$ cat src/rtl/adfe_pkg.sv
`timescale 1ns / 1ps
`default_nettype none
// ----------------------------------------------------------------------------
// adfe_pkg
// Types, constants and helpers shared by the decimal field extractor.
// ----------------------------------------------------------------------------
package adfe_pkg;

  // Payload widths
  localparam int CHAR_W   = 8;
  localparam int NUM_W    = 30;
  localparam int IDX_W    = 16;
  localparam int CNT_W    = 4;
  localparam int MAXD_W   = 4;
  localparam int MAXV_W   = 16;
  localparam int CFG_W    = 16;
  localparam int CFG_IDX_W = 1;
  localparam int LIM_W    = 5;

  localparam int MAX_DIGITS_DEF = 9;

  // Character codes
  localparam logic [CHAR_W-1:0] CHAR_ZERO    = 8'd48;
  localparam logic [CHAR_W-1:0] CHAR_NINE    = 8'd57;
  localparam logic [CHAR_W-1:0] CHAR_NEWLINE = 8'd10;

  // Register indexes
  localparam logic [CFG_IDX_W-1:0] REG_MAX_DIGITS = 1'd0;
  localparam logic [CFG_IDX_W-1:0] REG_MAX_VALUES = 1'd1;

  // Register reset values
  localparam logic [MAXD_W-1:0] MAX_DIGITS_RST = 4'd9;
  localparam logic [MAXV_W-1:0] MAX_VALUES_RST = 16'd64;

  // Largest value the number field can show
  localparam logic [NUM_W-1:0] NUM_MAX = {NUM_W{1'b1}};

  // One result word
  typedef struct packed {
    logic [NUM_W-1:0] number;
    logic [IDX_W-1:0] number_index;
    logic             number_valid;
    logic             overflow;
    logic             line_end;
  } res_t;

  // 10 to the power n, for sizing the accumulator at elaboration
  function automatic logic [63:0] pow10(input int n);
    logic [63:0] p;
    p = 64'd1;
    for (int i = 0; i < n; i++) begin
      p = p * 64'd10;
    end
    return p;
  endfunction

  // Accumulator width: enough for the widest kept run, never below NUM_W
  function automatic int acc_width(input int digits);
    int w;
    w = $clog2(pow10(digits));
    return (w < NUM_W) ? NUM_W : w;
  endfunction

endpackage

`default_nettype wire

$ cat src/rtl/adfe_parse.sv
`timescale 1ns / 1ps
`default_nettype none
// ----------------------------------------------------------------------------
// adfe_parse
// Line state and single-pass digit accumulation for one character a cycle while fire_i is high.
// ----------------------------------------------------------------------------
module adfe_parse
  import adfe_pkg::*;
#(
  parameter int MAX_DIGITS = MAX_DIGITS_DEF
) (
  input  wire logic              clk_i,
  input  wire logic              rst_ni,
  input  wire logic              fire_i,
  input  wire logic [CHAR_W-1:0] char_i,
  input  wire logic [MAXD_W-1:0] max_digits_i,
  input  wire logic [MAXV_W-1:0] max_values_i,
  output logic                   has_res_o,
  output res_t                   res_o
);

  localparam int ACC_W = acc_width(MAX_DIGITS);
  localparam logic [LIM_W-1:0] MAXD_LIM = LIM_W'(MAX_DIGITS);

  logic [ACC_W-1:0] acc_q, acc_d;
  logic [CNT_W-1:0] cnt_q, cnt_d;
  logic             pend_q, pend_d;
  logic [IDX_W-1:0] nil_q, nil_d;

  logic             is_digit;
  logic             is_nl;
  logic [3:0]       digit;
  logic [LIM_W-1:0] limit;
  logic [ACC_W-1:0] acc_x10;
  logic [NUM_W-1:0] num_sat;
  logic             room;

  always_comb begin
    is_digit = (char_i >= CHAR_ZERO) && (char_i <= CHAR_NINE);
    is_nl    = (char_i == CHAR_NEWLINE);
    digit    = 4'(char_i - CHAR_ZERO);
    limit    = (LIM_W'(max_digits_i) < MAXD_LIM) ? LIM_W'(max_digits_i) : MAXD_LIM;
    acc_x10  = (acc_q << 3) + (acc_q << 1);
    num_sat  = (acc_q > ACC_W'(NUM_MAX)) ? NUM_MAX : acc_q[NUM_W-1:0];
    room     = (nil_q < max_values_i);

    acc_d     = acc_q;
    cnt_d     = cnt_q;
    pend_d    = pend_q;
    nil_d     = nil_q;
    has_res_o = 1'b0;
    res_o     = '0;

    if (is_digit) begin
      // keep the digit only while under the limit
      if (LIM_W'(cnt_q) < limit) begin
        acc_d  = acc_x10 + ACC_W'(digit);
        cnt_d  = cnt_q + 1'b1;
        pend_d = 1'b1;
      end
    end else if (is_nl || pend_q) begin
      has_res_o = 1'b1;
      res_o.line_end = is_nl;
      if (pend_q) begin
        res_o.number       = num_sat;
        res_o.number_index = nil_q;
        res_o.number_valid = room;
        res_o.overflow     = !room;
        if (room) begin
          nil_d = nil_q + 1'b1;
        end
      end
      acc_d  = '0;
      cnt_d  = '0;
      pend_d = 1'b0;
      if (is_nl) begin
        nil_d = '0;
      end
    end
  end

  always_ff @(posedge clk_i or negedge rst_ni) begin
    if (!rst_ni) begin
      acc_q  <= '0;
      cnt_q  <= '0;
      pend_q <= 1'b0;
      nil_q  <= '0;
    end else if (fire_i) begin
      acc_q  <= acc_d;
      cnt_q  <= cnt_d;
      pend_q <= pend_d;
      nil_q  <= nil_d;
    end
  end

endmodule

`default_nettype wire

$ cat src/rtl/ascii_decimal_field_extractor.sv
`timescale 1ns / 1ps
`default_nettype none
// ----------------------------------------------------------------------------
// ascii_decimal_field_extractor
// Splits an ASCII byte stream into unsigned decimal numbers, one per digit run.
// ----------------------------------------------------------------------------
// Usage:
//   The input channel (in_valid_i / in_ready_o) carries one ASCII word per
//   cycle. Digit runs build a number; any other byte ends a pending number,
//   and a newline also closes the line with a result marked line_end.
//   The output channel (out_valid_o / out_ready_i) carries one result word
//   for each separator that ends a number and for each newline.
//   An accepted word lands in the input register, and its result, if any,
//   is loaded from there into the result register when the word advances.
//   Throughput: one word per cycle outside stalls; the accumulator update is a
//   shift-add (times ten plus digit) between the input and result registers.
//   Stall: while a result waits, words that give no result keep flowing;
//   a word that gives a result holds in the input register until the
//   result register frees, and in_ready_o is low only while it holds there.
//   Reset: clears line state and both registers; max_digits returns to 9
//   and max_values to 64. Write config through cfg_we_i only when idle.
// ----------------------------------------------------------------------------
module ascii_decimal_field_extractor
  import adfe_pkg::*;
#(
  parameter int MAX_DIGITS = MAX_DIGITS_DEF
) (
  input  wire logic                 clk_i,
  input  wire logic                 rst_ni,
  // configuration
  input  wire logic                 cfg_we_i,
  input  wire logic [CFG_IDX_W-1:0] cfg_index_i,
  input  wire logic [CFG_W-1:0]     cfg_wdata_i,
  // input channel
  input  wire logic                 in_valid_i,
  output logic                      in_ready_o,
  input  wire logic [CHAR_W-1:0]    char_in_i,
  // output channel
  output logic                      out_valid_o,
  input  wire logic                 out_ready_i,
  output logic [NUM_W-1:0]          number_o,
  output logic [IDX_W-1:0]          number_index_o,
  output logic                      number_valid_o,
  output logic                      overflow_o,
  output logic                      line_end_o
);

  logic [MAXD_W-1:0] max_digits_q;
  logic [MAXV_W-1:0] max_values_q;

  logic              in_valid_q;
  logic [CHAR_W-1:0] char_q;

  logic              out_valid_q;
  res_t              res_q;

  logic              has_res;
  res_t              res_d;
  logic              out_free;
  logic              fire;
  logic              load;

  // Configuration registers
  always_ff @(posedge clk_i or negedge rst_ni) begin
    if (!rst_ni) begin
      max_digits_q <= MAX_DIGITS_RST;
      max_values_q <= MAX_VALUES_RST;
    end else if (cfg_we_i) begin
      case (cfg_index_i)
        REG_MAX_DIGITS: max_digits_q <= cfg_wdata_i[MAXD_W-1:0];
        REG_MAX_VALUES: max_values_q <= cfg_wdata_i[MAXV_W-1:0];
        default: ;
      endcase
    end
  end

  // Advance the held word when its result (if any) has somewhere to go
  assign out_free   = !out_valid_q || out_ready_i;
  assign fire       = in_valid_q && (!has_res || out_free);
  assign load       = fire && has_res;
  assign in_ready_o = !in_valid_q || fire;

  // Input register
  always_ff @(posedge clk_i or negedge rst_ni) begin
    if (!rst_ni) begin
      in_valid_q <= 1'b0;
    end else if (in_ready_o) begin
      in_valid_q <= in_valid_i;
    end
  end

  always_ff @(posedge clk_i) begin
    if (in_valid_i && in_ready_o) begin
      char_q <= char_in_i;
    end
  end

  adfe_parse #(
    .MAX_DIGITS(MAX_DIGITS)
  ) u_parse (
    .clk_i        (clk_i),
    .rst_ni       (rst_ni),
    .fire_i       (fire),
    .char_i       (char_q),
    .max_digits_i (max_digits_q),
    .max_values_i (max_values_q),
    .has_res_o    (has_res),
    .res_o        (res_d)
  );

  // Result register: load a new result, drop the old one once taken
  always_ff @(posedge clk_i or negedge rst_ni) begin
    if (!rst_ni) begin
      out_valid_q <= 1'b0;
    end else if (load) begin
      out_valid_q <= 1'b1;
    end else if (out_ready_i) begin
      out_valid_q <= 1'b0;
    end
  end

  always_ff @(posedge clk_i) begin
    if (load) begin
      res_q <= res_d;
    end
  end

  assign out_valid_o    = out_valid_q;
  assign number_o       = res_q.number;
  assign number_index_o = res_q.number_index;
  assign number_valid_o = res_q.number_valid;
  assign overflow_o     = res_q.overflow;
  assign line_end_o     = res_q.line_end;

endmodule

`default_nettype wire

$ cat config.mk
export PLATFORM = sky130hd
export DESIGN_NAME = ascii_decimal_field_extractor
export DESIGN_NICKNAME = d
export VERILOG_FILES = /design/src/rtl/adfe_pkg.sv /design/src/rtl/adfe_parse.sv /design/src/rtl/ascii_decimal_field_extractor.sv
export SDC_FILE = /design/constraint.sdc
export NUM_CORES = 1
export LEC_CHECK = 0
export ABC_AREA = 1
export BUFFER_PORTS_ARGS = -buffer_cell sky130_fd_sc_hd__buf_2
export CAP_MARGIN = 20
export CORE_ASPECT_RATIO = 0.8
export CORE_MARGIN = 3
export CORE_UTILIZATION = 30
export CTS_CLUSTER_SIZE = 30
export DETAILED_ROUTE_END_ITERATION = 8
export GPL_TIMING_DRIVEN = 0
export PLACE_DENSITY = 0.57
export SYNTH_ARGS = -nofsm -noshare
export SYNTH_HDL_FRONTEND = slang
export SYNTH_SLANG_ARGS = --single-unit
$ cat constraint.sdc
create_clock -name clk_i -period 2.95 [get_ports clk_i]
set_input_delay 0.1475 -clock clk_i [delete_from_list [all_inputs] [get_ports clk_i]]
set_output_delay 0.1475 -clock clk_i [all_outputs]
set_load 0.01 [all_outputs]
Yosys cells after proc, flatten, opt, wreduce, memory -nomap -nowiden
Cells that the tools add are included.

Word-level logic and storage cells: 71. Input port bits: 30. Output and inout bits: 51. Bits in registers: 130.

$add $sub $neg: 5. Eq/ne operators: 2. Multiplexer cells: 18. Order comparisons: 6. Reductions and logical operators: 22. Bitwise gates (word level): 4.

Operator list (number): $mux 30 (4); $mux 16 (3); $add 30x30->30 (1); $add 30x4->30 (1); $gt 30x30->1 const B (1); $add 16x1->16 const B (1); $lt 16x16->1 (1); $mux 4 (4); $eq 8x4->1 const B (1); $ge 8x6->1 const B (1); $le 8x6->1 const B (1); $reduce_bool 2->1 (4); $mux 1 (7); $lt 4x5->1 (1); $reduce_and 5->1 (1); $add 4x1->4 const B (1); $logic_and 1x1->1 (4); $logic_not 1->1 (4); $logic_or 1x1->1 (4); $lt 4x4->1 const B (1); $not 1->1 (4); $reduce_and 2->1 (2); $sub 4x1->4 const B (1); $reduce_and 3->1 (1); 3 further kinds (3).

Longest topological paths before layout
Word-level depth: 9. Depth in mapped cells: 15. Depth with buffers taken out: 15.

By module
From an unflattened synthesis, not the netlist that was laid out.

Cell total of the unflattened synthesis: 1043. Area total of the unflattened synthesis: 8239.2 µm².

Modules (own cells, without submodules): adfe_parse (area an instance 5635.4 µm², instances 1, seq. area each 1276.2 µm², cells each 888); ascii_decimal_field_extractor (area an instance 2603.7 µm², instances 1, seq. area each 2265.9 µm², cells each 155).

Least setup slack after synthesis
No wires, ideal clock.

Path kind: reg-to-reg. From: reg u_parse.acc_q[0]. To: reg u_parse.acc_q[14]. Setup time: 0.065 ns. Path slack: 0.716 ns. Clock period less this slack: 2.234 ns. Stages on the path, launching flop included: 14. Data arrival time: 2.169 ns. Data required time: 2.885 ns. Buffers on the path: 0. Cells stage by stage: dfrtp_1 > inv_1 > fa_1 > fa_1 > inv_1 > nand3_1 > nand3_1 > nand2_1 > nand2_1 > nand2_1 > nand2_1 > xor2_1 > nand2_1 > nand2_1.

Longest elaborated chain between the ends: 4.

Ends and longest elaborated chain: start, declared (RTL line adfe_parse.sv:25) `logic [ACC_W-1:0] acc_q, acc_d;`; start signal, assigned (RTL line adfe_parse.sv:84) `acc_q <= '0;`; start signal, assigned (RTL line adfe_parse.sv:89) `acc_q <= acc_d;`; $add 30x30->30 (RTL line adfe_parse.sv:43) `acc_x10 = (acc_q << 3) + (acc_q << 1);`; $add 30x4->30 (RTL line adfe_parse.sv:57) `acc_d = acc_x10 + ACC_W'(digit);`; $mux 30 (RTL line adfe_parse.sv:56) `if (LIM_W'(cnt_q) < limit) begin`; $mux 30 (RTL line adfe_parse.sv:54) `if (is_digit) begin`.

Every way passes these cells. The select of a mux whose other input is x is not followed. A chain may end at the register's enable or synchronous reset.

Worst setup path after layout
From: reg u_parse.acc_q[0]. To: reg u_parse.acc_q[18].

The elaborated chain is that of the path after synthesis.

==> flow_summary.yaml <==
final_layout:
  antenna_cells: 0
  syn_to_final_growth_pct: 22.5
  post-route-cell-area_um2: 9910
  fin_util_pct: 37.6
  drive_gt1_share_pct: 11.7
  nets: 1263
global_route:
  grtUsageTotal_pct: 15.1
  overflow: 0
  gr-usage-met3_pct: 3.21
  antenna_found_initial: 0
  grt_pass1_wl_mm: 34.9
  grt_pass1_vias: 6574
  use_met1_pct: 24.0
  grt_busiest_layer: "met1"
  use_met2_pct: 21.0
  grt_max_degree: 59
floorplan:
  dieArea_um2: 29000
  die_w_um: 190
  core-area_um2: 26400
  start_util_pct: 30.7
  ios: 81
  num_rows: 53
  fp.dieH_um: 153
placement:
  port_buffers: 80
  dpl.hpwl_mm: 16.2
  placed_area_um2: 8970
  gp_congestion: 0.936
worst_setup_path:
  endpoint_kind: "register"
  r2r_cells: 13
  r2r_start: "u_parse.acc_q[0]$_DFFE_PN0P_"
  worstSetupPathType: "reg2reg"
  r2r_end: "u_parse.acc_q[18]$_DFFE_PN0P_"
  startpoint_type: "register"
  worst-path-max-fanout: 4
  setup.worst_path.start: "u_parse.acc_q[0]$_DFFE_PN0P_"
  required_ps: 3300
  arrival_ps: 3000
  worstSetupEndpoint: "u_parse.acc_q[18]$_DFFE_PN0P_"
  ff2ff_setup_slack_ps: 300
sta:
  finalCriticalPeriod_ps: 2650
  skew_ps: 9.66
  setup_viol: 0
  maxSlewViolCount: 0
  fin_tns_setup_ps: 0
  slew_headroom_pct: 47.9
  fin_crit_sh_pct: 89.7
  rsz0062_at_grt: "false"
  hold_viol: 0
  fmax_mhz: 378
  tightestPinTransition_ps: 782
yosys:
  synth.area.top_cells: "dfrtp_1, edfxtp_1, nand2_1, ha_1, inv_1"
  ys_seq_area_share_pct: 43.7
  synth_cell_types: 32
  synth_common_cells: "nand2_1, inv_1, nor2_1, ha_1, dfrtp_1"
  yosysTopAreaCell: "dfrtp_1"
  synth.ff_latch_count: 130
  synth-edff-count: 57
  syn_area_per_cell_um2: 7.84
  syn_nets: 1139
  ys.flop_type: "dfrtp_1"
  yosysWarnings: 0
  synth_area_um2: 8100
  synthCells: 1033
  yosysMostFrequentCell: "nand2_1"
  synth_top_area_share_pct: 21.6
  ys_async_sr_fraction_pct: 56.2
power_and_ir_drop:
  power_density_nw_per_um2: 577
  ir_drop_mv: 0.418
  p_leak_uw: 0.00513
clock_tree:
  cts_made_buffers: 17
  cts_max_path_buffers: 2
  clk_latency_ps: 420
  root_buffer: "clkbuf_16"
  post_cts_buffers: 0
  cts_hold_buffers: 24
  cts_resized: 0
  clkSinkCount: 130
  cts-htree-levels: 4
  cts_tree: "built"
  clk_pin_slew_ps: 60
routing:
  routed_wl_mm: 21.1
  ant_nets: 0
  routed_via_density: 4.51
  drc: 0
  firstDrtPassIters: 7
  num_vias: 6887
  drt-initial-drc-count: 389
  wl_per_cell_um: 13.8
job:
  max-cap-violations: 0
worst_hold_path:
  hold_path_class: "in2reg"
outcome:
  status: "finished, final reports clean"
==> critical path: stages, from the launching register on <==
cell and delay, ps:
dfrtp_1 400, inv_1 110, fa_1 470, fa_1 480, inv_1 110, nand3_1 70
nand3_1 180, nand2_1 80, nand2_1 180, nand2_1 80, nand2_1 120, xor2_1 150
nand2_1 80, nand2_1 60
==> report_power, final <==
part	total (µW)	internal (µW)	switching, µW
Sequential	2210	2100	116
Combinational	969	330	638
Clock	2540	1720	820
Total	5720	4150	1570
==> state kept, by name (all words and copies together), names as in the netlist, 4 cells and up <==
name	cells
char_q	8
max_digits_q	4
max_values_q	16
number_index_o	16
number_o	30
u_parse.acc_q	30
u_parse.cnt_q	4
u_parse.nil_q	16
==> per-stage QoR <==
step	hold WS (ps)	setup WS (ps)	std cells	power (µW)
after floorplan	-148	716	1033	2840
after global placement	326	374	1470	3180
after detailed placement	156	357	1471	3200
after CTS	5.35	336	1527	5790
after global routing	12.0	56.3	1527	6020
final	11.0	303	1527	5720
==> routing by layer <==
layer,part of all wire [%],vias up
met5,0,-
met4,0.72,0
li1,-,3539
met3,5.0,16
met2,39,154
met1,56,3178
==> area by class of cell <==
class | count | area [µm²]
fillers | 2817 | 16500
clock buffers | 20 | 457
multi-input cells | 732 | 3880
well taps | 357 | 447
flip-flops and latches | 130 | 3540
plain buffers | 18 | 98.8
repair buffers | 105 | 663
inverters | 153 | 579
clock inverters | 12 | 251
==> placed cells by master, fill, tap and decap left out, types with 4 or more instances in the layout <==
| cell | Yosys | final |
|---|---|---|
| buf_4 | 5 | 6 |
| nand2_1 | 320 | 320 |
| dfrtp_1 | 70 | 70 |
| a21oi_1 | 42 | 42 |
| o21ai_0 | 16 | 16 |
| clkbuf_1 | 4 | 5 |
| o21bai_1 | 7 | 7 |
| nand4_1 | 13 | 13 |
| xnor2_1 | 4 | 4 |
| nor3_1 | 17 | 17 |
| dlygate4sd3_1 | 0 | 24 |
| edfxtp_1 | 57 | 57 |
| nor2_1 | 129 | 129 |
| buf_2 | 4 | 83 |
| xor2_1 | 23 | 23 |
| buf_1 | 4 | 4 |
| bufinv_16 | 0 | 7 |
| nand3_1 | 65 | 65 |
| inv_1 | 151 | 151 |
| nand3b_1 | 4 | 4 |
| nand2_2 | 5 | 5 |
| ha_1 | 74 | 74 |
| clkbuf_16 | 0 | 17 |
==> worst min path at each step <==
stage               cells after the start  slack, ps      startpoint                            to
global route                            3         10  cfg_wdata_i[3]   max_digits_q[3]$_DFFE_PN1P_
floorplan                               0       -150          rst_ni        in_valid_q$_DFFE_PN0N_
global placement                        1        330    char_in_i[4]           char_q[4]$_DFFE_PP_
detailed placement                      1        160          rst_ni  max_values_q[11]$_DFFE_PN0P_
finish                                  3         10  cfg_wdata_i[3]   max_digits_q[3]$_DFFE_PN1P_
CTS                                     3          5  cfg_wdata_i[3]   max_digits_q[3]$_DFFE_PN1P_
==> cell families after synthesis <==
logic type	share of synthesized area, %
AO/OA/AOI/OAI	4.47
AND/OR/NAND/NOR	28.6
XOR/XNOR	2.92
adder cells (fa/ha/maj)	11.9
buffers and inverters	8.38
flip-flops	43.7
Power figures use the tool's default switching activity.
